<file path="src/rtl/core/cdid_pkg.sv">
// Shared widths, command codes and transaction types of the CD disc ID generator.
`timescale 1ns / 1ps
`default_nettype none

package cdid_pkg;

  localparam int unsigned FRAME_W = 19;
  localparam int unsigned TRACK_W = 7;
  localparam int unsigned ID_W    = 32;

  localparam logic CMD_TRACK   = 1'b0;
  localparam logic CMD_LEADOUT = 1'b1;

  typedef struct packed {
    logic               leadout;
    logic [FRAME_W-1:0] frame;
    logic [TRACK_W-1:0] track;
    logic               overflow;
  } cdid_op_t;

  typedef struct packed {
    logic [ID_W-1:0]    offset_id;
    logic [ID_W-1:0]    weighted_id;
    logic [ID_W-1:0]    cddb_id;
    logic [TRACK_W-1:0] track_total;
    logic               overflow;
  } cdid_result_t;

endpackage

`default_nettype wire

</file>
<file path="src/rtl/core/cdid_fifo.sv">
// Small register queue with push/full and pop/empty sides.
`timescale 1ns / 1ps
`default_nettype none

module cdid_fifo #(
  parameter int unsigned WIDTH = 8,
  parameter int unsigned DEPTH = 2
) (
  input  wire logic             clk_i,
  input  wire logic             rst_ni,
  input  wire logic             push_i,
  input  wire logic [WIDTH-1:0] wdata_i,
  output logic                  full_o,
  input  wire logic             pop_i,
  output logic [WIDTH-1:0]      rdata_o,
  output logic                  empty_o
);

  localparam int unsigned PTR_W = (DEPTH > 1) ? $clog2(DEPTH) : 1;
  localparam int unsigned CNT_W = $clog2(DEPTH + 1);

  logic [WIDTH-1:0] mem_q [DEPTH];
  logic [PTR_W-1:0] wr_ptr_q, wr_ptr_d;
  logic [PTR_W-1:0] rd_ptr_q, rd_ptr_d;
  logic [CNT_W-1:0] count_q, count_d;
  logic             do_push;
  logic             do_pop;

  assign full_o  = (count_q == CNT_W'(DEPTH));
  assign empty_o = (count_q == '0);
  assign do_push = push_i && !full_o;
  assign do_pop  = pop_i && !empty_o;
  assign rdata_o = mem_q[rd_ptr_q];

  always_comb begin
    wr_ptr_d = wr_ptr_q;
    rd_ptr_d = rd_ptr_q;
    count_d  = count_q;
    if (do_push) begin
      wr_ptr_d = (wr_ptr_q == PTR_W'(DEPTH - 1)) ? '0 : wr_ptr_q + PTR_W'(1);
    end
    if (do_pop) begin
      rd_ptr_d = (rd_ptr_q == PTR_W'(DEPTH - 1)) ? '0 : rd_ptr_q + PTR_W'(1);
    end
    if (do_push && !do_pop) begin
      count_d = count_q + CNT_W'(1);
    end else if (do_pop && !do_push) begin
      count_d = count_q - CNT_W'(1);
    end
  end

  always_ff @(posedge clk_i or negedge rst_ni) begin
    if (!rst_ni) begin
      wr_ptr_q <= '0;
      rd_ptr_q <= '0;
      count_q  <= '0;
    end else begin
      wr_ptr_q <= wr_ptr_d;
      rd_ptr_q <= rd_ptr_d;
      count_q  <= count_d;
    end
  end

  always_ff @(posedge clk_i) begin
    if (do_push) begin
      mem_q[wr_ptr_q] <= wdata_i;
    end
  end

endmodule

`default_nettype wire

</file>
<file path="src/rtl/core/cdid_front.sv">
// Front end: accepts offsets, numbers tracks, drops excess tracks and flags them.
`timescale 1ns / 1ps
`default_nettype none

module cdid_front #(
  parameter int unsigned MAX_TRACKS = 99,
  parameter int unsigned FRAME_BITS = 19
) (
  input  wire logic                          clk_i,
  input  wire logic                          rst_ni,
  input  wire logic                          push_i,
  input  wire logic                          command_i,
  input  wire logic [cdid_pkg::FRAME_W-1:0]  frame_i,
  input  wire logic                          q_full_i,
  output logic                               q_push_o,
  output cdid_pkg::cdid_op_t                 q_op_o
);

  localparam logic [cdid_pkg::FRAME_W-1:0] FRAME_MASK =
    (FRAME_BITS >= cdid_pkg::FRAME_W) ? {cdid_pkg::FRAME_W{1'b1}}
                                      : cdid_pkg::FRAME_W'((64'd1 << FRAME_BITS) - 64'd1);

  logic [cdid_pkg::TRACK_W-1:0] tracks_q, tracks_d;
  logic                         ovf_q, ovf_d;
  logic                         accept;
  logic [cdid_pkg::FRAME_W-1:0] frame_m;

  assign accept  = push_i && !q_full_i;
  assign frame_m = frame_i & FRAME_MASK;

  always_comb begin
    tracks_d          = tracks_q;
    ovf_d             = ovf_q;
    q_push_o          = 1'b0;
    q_op_o.leadout    = 1'b0;
    q_op_o.frame      = frame_m;
    q_op_o.track      = tracks_q;
    q_op_o.overflow   = ovf_q;
    if (accept) begin
      if (command_i == cdid_pkg::CMD_LEADOUT) begin
        q_push_o       = 1'b1;
        q_op_o.leadout = 1'b1;
        tracks_d       = '0;
        ovf_d          = 1'b0;
      end else if (tracks_q >= cdid_pkg::TRACK_W'(MAX_TRACKS)) begin
        ovf_d = 1'b1;
      end else begin
        q_push_o     = 1'b1;
        tracks_d     = tracks_q + cdid_pkg::TRACK_W'(1);
        q_op_o.track = tracks_d;
      end
    end
  end

  always_ff @(posedge clk_i or negedge rst_ni) begin
    if (!rst_ni) begin
      tracks_q <= '0;
      ovf_q    <= 1'b0;
    end else begin
      tracks_q <= tracks_d;
      ovf_q    <= ovf_d;
    end
  end

endmodule

`default_nettype wire

</file>
<file path="src/rtl/core/cdid_back.sv">
// Back end: divide, digit-sum and product pipeline feeding the disc accumulators.
`timescale 1ns / 1ps
`default_nettype none

module cdid_back #(
  parameter int unsigned FRAMES_PER_SECOND = 75
) (
  input  wire logic                 clk_i,
  input  wire logic                 rst_ni,
  input  wire logic                 q_empty_i,
  input  wire cdid_pkg::cdid_op_t   q_op_i,
  output logic                      q_pop_o,
  input  wire logic                 out_full_i,
  output logic                      out_push_o,
  output cdid_pkg::cdid_result_t    out_res_o
);

  localparam int unsigned FW         = cdid_pkg::FRAME_W;
  localparam int unsigned TW         = cdid_pkg::TRACK_W;
  localparam int unsigned IW         = cdid_pkg::ID_W;
  localparam int unsigned DIV_SHIFT  = FW + 8;
  localparam int unsigned DIV_MULT_W = DIV_SHIFT + 1;
  localparam logic [DIV_MULT_W-1:0] DIV_MULT = DIV_MULT_W'(
    ((64'd1 << DIV_SHIFT) + 64'(FRAMES_PER_SECOND) - 64'd1) / 64'(FRAMES_PER_SECOND));
  localparam int unsigned QPROD_W    = FW + DIV_MULT_W;
  localparam int unsigned WPROD_W    = FW + TW;
  localparam int unsigned VAL_W      = FW + 1;
  localparam int unsigned TEN_SHIFT  = VAL_W + 4;
  localparam int unsigned TEN_MULT_W = VAL_W + 1;
  localparam logic [TEN_MULT_W-1:0] TEN_MULT = TEN_MULT_W'(
    ((64'd1 << TEN_SHIFT) + 64'd9) / 64'd10);
  localparam int unsigned TPROD_W    = VAL_W + TEN_MULT_W;
  localparam int unsigned DIGIT_STAGES = 5;
  localparam int unsigned DSUM_W     = 6;
  localparam int unsigned DT_W       = 16;

  logic                       adv;

  logic                       a_vld_q;
  cdid_pkg::cdid_op_t         a_op_q;

  logic                       b_vld_q;
  cdid_pkg::cdid_op_t         b_op_q;
  logic [QPROD_W-1:0]         b_qprod_q, b_qprod_d;
  logic [WPROD_W-1:0]         b_wprod_q, b_wprod_d;
  logic [FW-1:0]              w_frame;
  logic [TW-1:0]              w_count;

  logic                       c_vld_q   [DIGIT_STAGES+1];
  cdid_pkg::cdid_op_t         c_op_q    [DIGIT_STAGES+1];
  logic [FW-1:0]              c_quo_q   [DIGIT_STAGES+1];
  logic [WPROD_W-1:0]         c_wprod_q [DIGIT_STAGES+1];
  logic [VAL_W-1:0]           c_val_q   [DIGIT_STAGES+1];
  logic [DSUM_W-1:0]          c_dsum_q  [DIGIT_STAGES+1];
  logic [TPROD_W-1:0]         t_prod    [DIGIT_STAGES];
  logic [VAL_W-1:0]           t_quo     [DIGIT_STAGES];
  logic [VAL_W-1:0]           t_rem     [DIGIT_STAGES];
  logic [FW-1:0]              c0_quo;

  logic [IW-1:0]              plain_q, plain_d;
  logic [IW-1:0]              weighted_q, weighted_d;
  logic [DT_W-1:0]            digit_q, digit_d;
  logic [FW-1:0]              first_q, first_d;
  logic [DSUM_W-1:0]          track_digits;
  logic [8:0]                 fold;
  logic [8:0]                 fold_red;
  logic [IW-1:0]              secs;
  cdid_pkg::cdid_op_t         z_op;
  logic                       z_fire;

  assign adv     = !out_full_i;
  assign q_pop_o = adv && !q_empty_i;

  always_comb begin
    w_frame   = a_op_q.frame;
    w_count   = a_op_q.track;
    if (a_op_q.leadout) begin
      w_count = a_op_q.track + TW'(1);
    end else if (a_op_q.frame == '0) begin
      w_frame = FW'(1);
    end
    b_wprod_d = WPROD_W'(w_frame) * WPROD_W'(w_count);
    b_qprod_d = QPROD_W'(a_op_q.frame) * QPROD_W'(DIV_MULT);
  end

  assign c0_quo = b_qprod_q[DIV_SHIFT +: FW];

  always_comb begin
    for (int k = 0; k < DIGIT_STAGES; k++) begin
      t_prod[k] = TPROD_W'(c_val_q[k]) * TPROD_W'(TEN_MULT);
      t_quo[k]  = t_prod[k][TEN_SHIFT +: VAL_W];
      t_rem[k]  = c_val_q[k] - ((t_quo[k] << 3) + (t_quo[k] << 1));
    end
  end

  always_ff @(posedge clk_i or negedge rst_ni) begin
    if (!rst_ni) begin
      a_vld_q <= 1'b0;
      b_vld_q <= 1'b0;
      for (int k = 0; k <= DIGIT_STAGES; k++) begin
        c_vld_q[k] <= 1'b0;
      end
    end else if (adv) begin
      a_vld_q    <= q_pop_o;
      b_vld_q    <= a_vld_q;
      c_vld_q[0] <= b_vld_q;
      for (int k = 0; k < DIGIT_STAGES; k++) begin
        c_vld_q[k+1] <= c_vld_q[k];
      end
    end
  end

  always_ff @(posedge clk_i) begin
    if (adv) begin
      a_op_q       <= q_op_i;
      b_op_q       <= a_op_q;
      b_qprod_q    <= b_qprod_d;
      b_wprod_q    <= b_wprod_d;
      c_op_q[0]    <= b_op_q;
      c_quo_q[0]   <= c0_quo;
      c_wprod_q[0] <= b_wprod_q;
      c_val_q[0]   <= VAL_W'(c0_quo) + VAL_W'(2);
      c_dsum_q[0]  <= '0;
      for (int k = 0; k < DIGIT_STAGES; k++) begin
        c_op_q[k+1]    <= c_op_q[k];
        c_quo_q[k+1]   <= c_quo_q[k];
        c_wprod_q[k+1] <= c_wprod_q[k];
        c_val_q[k+1]   <= t_quo[k];
        c_dsum_q[k+1]  <= c_dsum_q[k] + DSUM_W'(t_rem[k][3:0]);
      end
    end
  end

  assign z_op   = c_op_q[DIGIT_STAGES];
  assign z_fire = adv && c_vld_q[DIGIT_STAGES];

  assign track_digits = c_dsum_q[DIGIT_STAGES] + DSUM_W'(c_val_q[DIGIT_STAGES][3:0]);
  assign fold         = {1'b0, digit_q[15:8]} + {1'b0, digit_q[7:0]};
  assign fold_red     = (fold >= 9'd510) ? fold - 9'd510 :
                        (fold >= 9'd255) ? fold - 9'd255 : fold;
  assign secs         = IW'(c_quo_q[DIGIT_STAGES]) - IW'(first_q);

  always_comb begin
    plain_d    = plain_q;
    weighted_d = weighted_q;
    digit_d    = digit_q;
    first_d    = first_q;
    out_push_o = 1'b0;
    out_res_o.offset_id   = plain_q + IW'(z_op.frame);
    out_res_o.weighted_id = weighted_q + IW'(c_wprod_q[DIGIT_STAGES]);
    out_res_o.cddb_id     = {fold_red[7:0], 24'd0} | (secs << 8) | IW'(z_op.track);
    out_res_o.track_total = z_op.track;
    out_res_o.overflow    = z_op.overflow;
    if (z_fire) begin
      if (z_op.leadout) begin
        out_push_o = 1'b1;
        plain_d    = '0;
        weighted_d = '0;
        digit_d    = '0;
        first_d    = '0;
      end else begin
        plain_d    = plain_q + IW'(z_op.frame);
        weighted_d = weighted_q + IW'(c_wprod_q[DIGIT_STAGES]);
        digit_d    = digit_q + DT_W'(track_digits);
        if (z_op.track == TW'(1)) begin
          first_d = c_quo_q[DIGIT_STAGES];
        end
      end
    end
  end

  always_ff @(posedge clk_i or negedge rst_ni) begin
    if (!rst_ni) begin
      plain_q    <= '0;
      weighted_q <= '0;
      digit_q    <= '0;
      first_q    <= '0;
    end else begin
      plain_q    <= plain_d;
      weighted_q <= weighted_d;
      digit_q    <= digit_d;
      first_q    <= first_d;
    end
  end

endmodule

`default_nettype wire

</file>
<file path="src/rtl/core/cd_disc_id_generator.sv">
// Top level of the CD disc ID generator: front end, op queue, back end, result queue.
//
//   Channel | Direction | Handshake          | Payload
//   offsets | in        | push / full        | command_i, frame_i
//   results | out       | pop / empty        | offset_id_o, weighted_id_o, cddb_disc_id_o,
//           |           |                    | track_total_o, track_overflow_o
//
// One transaction is accepted per cycle when the queues keep flowing.
// A leadout result shows on the result ports after passing the op queue, the back end stages and the result queue.
// The back end pipeline has one divide stage and five decimal digit stages.
// Reset clears the track count, sums and queue pointers at once.
// A full result queue halts the back end; the four-entry op queue then fills and raises full.
`timescale 1ns / 1ps
`default_nettype none

module cd_disc_id_generator #(
  parameter int unsigned MAX_TRACKS        = 99,
  parameter int unsigned FRAMES_PER_SECOND = 75,
  parameter int unsigned FRAME_BITS        = 19
) (
  input  wire logic                         clk_i,
  input  wire logic                         rst_ni,
  input  wire logic                         push,
  output logic                              full,
  input  wire logic                         command_i,
  input  wire logic [cdid_pkg::FRAME_W-1:0] frame_i,
  output logic                              empty,
  input  wire logic                         pop,
  output logic [cdid_pkg::ID_W-1:0]         offset_id_o,
  output logic [cdid_pkg::ID_W-1:0]         weighted_id_o,
  output logic [cdid_pkg::ID_W-1:0]         cddb_disc_id_o,
  output logic [cdid_pkg::TRACK_W-1:0]      track_total_o,
  output logic                              track_overflow_o
);

  localparam int unsigned OP_DEPTH  = 4;
  localparam int unsigned RES_DEPTH = 2;

  logic                   fe_push;
  cdid_pkg::cdid_op_t     fe_op;
  logic                   op_full;
  logic                   op_empty;
  cdid_pkg::cdid_op_t     op_head;
  logic                   op_pop;
  logic                   res_full;
  logic                   res_push;
  cdid_pkg::cdid_result_t res_in;
  cdid_pkg::cdid_result_t res_head;

  assign full = op_full;

  cdid_front #(
    .MAX_TRACKS (MAX_TRACKS),
    .FRAME_BITS (FRAME_BITS)
  ) u_front (
    .clk_i     (clk_i),
    .rst_ni    (rst_ni),
    .push_i    (push),
    .command_i (command_i),
    .frame_i   (frame_i),
    .q_full_i  (op_full),
    .q_push_o  (fe_push),
    .q_op_o    (fe_op)
  );

  cdid_fifo #(
    .WIDTH ($bits(cdid_pkg::cdid_op_t)),
    .DEPTH (OP_DEPTH)
  ) u_op_queue (
    .clk_i   (clk_i),
    .rst_ni  (rst_ni),
    .push_i  (fe_push),
    .wdata_i (fe_op),
    .full_o  (op_full),
    .pop_i   (op_pop),
    .rdata_o (op_head),
    .empty_o (op_empty)
  );

  cdid_back #(
    .FRAMES_PER_SECOND (FRAMES_PER_SECOND)
  ) u_back (
    .clk_i      (clk_i),
    .rst_ni     (rst_ni),
    .q_empty_i  (op_empty),
    .q_op_i     (op_head),
    .q_pop_o    (op_pop),
    .out_full_i (res_full),
    .out_push_o (res_push),
    .out_res_o  (res_in)
  );

  cdid_fifo #(
    .WIDTH ($bits(cdid_pkg::cdid_result_t)),
    .DEPTH (RES_DEPTH)
  ) u_res_queue (
    .clk_i   (clk_i),
    .rst_ni  (rst_ni),
    .push_i  (res_push),
    .wdata_i (res_in),
    .full_o  (res_full),
    .pop_i   (pop),
    .rdata_o (res_head),
    .empty_o (empty)
  );

  assign offset_id_o      = res_head.offset_id;
  assign weighted_id_o    = res_head.weighted_id;
  assign cddb_disc_id_o   = res_head.cddb_id;
  assign track_total_o    = res_head.track_total;
  assign track_overflow_o = res_head.overflow;

  a_op_push_room: assert property (@(posedge clk_i) disable iff (!rst_ni)
    fe_push |-> !op_full)
    else $error("Op queue written while full.");

  a_res_push_room: assert property (@(posedge clk_i) disable iff (!rst_ni)
    res_push |-> !res_full)
    else $error("Result queue written while full.");

  a_track_low_byte: assert property (@(posedge clk_i) disable iff (!rst_ni)
    !empty |-> (cddb_disc_id_o[7:0] == 8'(track_total_o)))
    else $error("Disc ID low byte differs from the track count.");

  a_overflow_count: assert property (@(posedge clk_i) disable iff (!rst_ni)
    (!empty && track_overflow_o) |-> (track_total_o == cdid_pkg::TRACK_W'(MAX_TRACKS)))
    else $error("Overflow flagged with fewer than the maximum tracks.");

endmodule

`default_nettype wire
</file>
<file path="config.mk">
export PLATFORM = sky130hd
export DESIGN_NAME = cd_disc_id_generator
export DESIGN_NICKNAME = d
export VERILOG_FILES = /design/src/rtl/core/cdid_pkg.sv /design/src/rtl/core/cdid_fifo.sv /design/src/rtl/core/cdid_front.sv /design/src/rtl/core/cdid_back.sv /design/src/rtl/core/cd_disc_id_generator.sv
export SDC_FILE = /design/constraint.sdc
export NUM_CORES = 2
export LEC_CHECK = 0
export ABC_AREA = 1
export BUFFER_PORTS_ARGS = -buffer_cell sky130_fd_sc_hd__buf_2
export CORE_MARGIN = 2
export CORE_UTILIZATION = 35
export DETAILED_ROUTE_END_ITERATION = 6
export PLACE_DENSITY_LB_ADDON = 0.25
export SLEW_MARGIN = 5
export SYNTH_ARGS = -nofsm -noshare
export SYNTH_HDL_FRONTEND = slang
export SYNTH_SLANG_ARGS = --single-unit
</file>
<file path="constraint.sdc">
create_clock -name clk_i -period 44.5 [get_ports clk_i]
set_input_delay 8.9 -clock clk_i [delete_from_list [all_inputs] [get_ports clk_i]]
set_output_delay 8.9 -clock clk_i [all_outputs]
set_load 0.02 [all_outputs]
</file>
==> reports/results.tsv <==
stage	metric	value	unit
critical_path	cp_common_cell	nand2_1	
final_layout	nets	9186	
final_layout	final_area	83800	µm²
routing	viasPerCell	4.79	
logic_synthesis	synth_nets	8990	
critical_path	critPathArrivalTime	3380	ps
critical_path	worstSetupStartpointType	flop	
placed_design	dp_cells	10100	
placed_design	portBuffers	128	
routing	firstDrtPassIters	6	
timing	final_max_slew_viol_count	0	
critical_path	r2r-start	u_back.a_op_q[23]	
placed_design	gp_congestion	0.904	
global_routing	grt_first_pass_wirelength	286000	µm
placed_design	place_area	80100	µm²
critical_path	crit_family	buffers and inverters	
floorplan	initial_core_util	0.353	
floorplan	die_h	470	µm
floorplan	coreArea	215000	µm²
global_routing	antenna_found_initial	6	
routing	route.detailed.drc	0	
critical_path	cp.depth	5	
min_path	min_path_type	flop to flop	
critical_path	r2r_end	u_back.b_wprod_q[13]	
global_routing	grt-ovfl-total	0	
cts	post_cts_buffers	0	
logic_synthesis	async_reset_ff_frac	0.121	
routing	wl	179000	µm
timing	finalSetupTns	0	ps
logic_synthesis	seq_area_frac_synth	0.385	
cts	clkSlewWorstSetupHoldPaths	70	ps
cts	clock-root-buffer	clkbuf_16	
floorplan	num_io_pins	130	
critical_path	path_max_fanout	61	
placed_design	dp_hpwl	144000	µm
cts	ctsHoldBuffers	0	
status	status	complete, no violations	
critical_path	reg2reg_slack	38410	ps
logic_synthesis	syn_inst	7211	
timing	slew_headroom	0.282	
critical_path	critPathSlowestCell	dfrtp_4	
timing	fin_crit	12280	ps
min_path	worstHoldPathCells	0	
logic_synthesis	yosysWarnings	0	
floorplan	die_area	221000	µm²
critical_path	endpoint	cddb_disc_id_o[11]	
logic_synthesis	syn_area	75900	µm²
global_routing	grt_pass1_vias	51200	
logic_synthesis	synth_area_per_cell	10.5	µm²
critical_path	cp-end-kind	output port	
logic_synthesis	synth-edff-count	874	
timing	rsz0062_at_grt	false	
routing	final_antenna_net_count	0	
routing	route.vias.total	49500	
cts	clk-insertion-delay-late	810	ps
floorplan	die_x	470	µm
final_layout	drive_gt1_frac	0.0549	
routing	routedWlPerCell	17.3	µm
critical_path	crit_required	35600	ps
timing	hold_violations	0	
routing	first_iter_violations	3233	
global_routing	gr-usage-all-layers	0.163	
timing	setup_ws	32220	ps
cts	clock-sinks	994	
critical_path	reg2regPathDepth	23	
critical_path	path_buf_inv	3	
flow_run	drv_cap	0	
cts	cts_buffers	110	
critical_path	cp_slowest_stage_delay	740	ps
cts	cts_htree_levels	3	
critical_path	critical_path.cell_chain	clkinv_2 > buf_4 > nand2_1 > nand2_1 > buf_2	
placed_design	preCtsSetupSlack	32850	ps
final_layout	syn_to_final_growth	10.4	%
cts	cts-resized-gates	0	
floorplan	fp-row-count	170	
final_layout	finalNonFillerCells	10300	
timing	setup_viol	0	
cts	cts_tree	done	
timing	tightest_slew	1080	ps
timing	skew	111	ps
critical_path	crit_type	flop to output port	
global_routing	grt_max_degree	209	
timing	fmax	0.0815	GHz
logic_synthesis	synthFlopType	edfxtp_1	
logic_synthesis	ys_types	66	
logic_synthesis	ys_ff_latch	994	
cts	cts_buffer_depth	3	
timing	fin_crit_sh	0.276	
critical_path	cp-startpoint	u_res_queue.rd_ptr_q	
layout by cell type (no fill, tap or decap), types with 27 or more instances in the layout:
master and n:
xor2_1 121, edfxtp_1 874, buf_2 127, a22o_1 27, nand3_1 177, clkbuf_16 110, inv_1 1403, nand4_1 49
dfrtp_1 119, buf_4 28, nand2_1 1155, a21oi_1 307, nor3_1 58, o22ai_1 34, ha_1 1124, o21ai_0 275
a21o_1 27, xnor2_1 37, nor2_1 470, fa_1 631
routing by layer:
layer / GRT usage / up-vias / routed length [µm]
met5: 0 / - / 57
met4: 0.0338 / 8 / 3300
met3: 0.0228 / 201 / 7700
met2: 0.266 / 934 / 81800
met1: 0.232 / 24200 / 85800
li1: - / 24100 / -
area by class of cell:
cell class | count | area, µm²
fill | 21000 | 131000
clock buffer | 125 | 2850
tap | 2838 | 3550
timing repair buffer | 158 | 897
antenna | 1 | 2.50
multi-input combinational | 4731 | 41100
inverter | 1412 | 5310
clock inverter | 83 | 867
sequential | 994 | 29300
sequential cells by signal (all words and copies together), names as in the netlist, 26 cells and up:
name,flops
u_back.b_wprod_q,26
u_back.c_op_q,168
u_back.c_val_q,73
u_back.weighted_q,32
u_back.a_op_q,28
u_back.plain_q,32
u_back.c_quo_q,78
u_back.c_wprod_q,156
u_back.b_op_q,28
u_op_queue.mem_q,112
u_res_queue.mem_q,192
cell usage after synthesis (11+ instances only):
library cell	count	share of area
o22ai_1	34	0.0028
inv_1	1404	0.069
nor3_1	58	0.0038
nor2_1	477	0.024
a21o_1	27	0.0027
dfrtp_1	120	0.040
fa_1	631	0.17
xnor2_1	37	0.0043
clkbuf_1	50	0.0025
nand4_1	49	0.0040
o211ai_1	11	0.0011
edfxtp_1	874	0.35
nor4_1	19	0.0016
o21ai_0	275	0.018
buf_2	12	0.00079
nand3_1	177	0.012
nand2_1	1155	0.057
xor2_1	122	0.014
ha_1	1124	0.19
a211oi_1	12	0.0012
a22o_1	27	0.0031
o21bai_1	22	0.0022
a31oi_1	21	0.0017
nand3b_1	15	0.0015
a21oi_1	307	0.020
o21a_1	19	0.0019
and2_1	13	0.0011
cells by family after synthesis:
logic type               count (synthesis)  share of synthesized area
other                                    1                  0.0000494
flip-flops                             994                      0.385
AO/OA/AOI/OAI                          803                     0.0601
XOR/XNOR                               160                     0.0186
adder cells (fa/ha/maj)               1755                      0.352
buffers and inverters                 1486                     0.0741
AND/OR/NAND/NOR                       2012                      0.110
worst min-delay path by stage:
stage	startpoint	to	slack, ps
finish	u_back.c_quo_q[4][7]	u_back.c_quo_q[5][7]	320
global route	u_back.c_quo_q[4][10]	u_back.c_quo_q[5][10]	320
CTS	u_back.c_quo_q[4][7]	u_back.c_quo_q[5][7]	320
detailed placement	u_back.b_op_q[6]	u_back.c_op_q[0][6]	400
global placement	u_back.b_wprod_q[14]	u_back.c_wprod_q[0][14]	400
floorplan	u_back.a_op_q[0]	u_back.b_op_q[0]	400
stage by stage:
stage	utilization	hold WS, ps
after global placement	0.372	400
after floorplan	-	400
after CTS	0.390	323
after global routing	0.390	320
final	0.390	319
after detailed placement	0.372	405
Power is left out: the tool's default activity adds up to more than one toggle a clock period on the data nets, which glitch-free logic cannot reach.
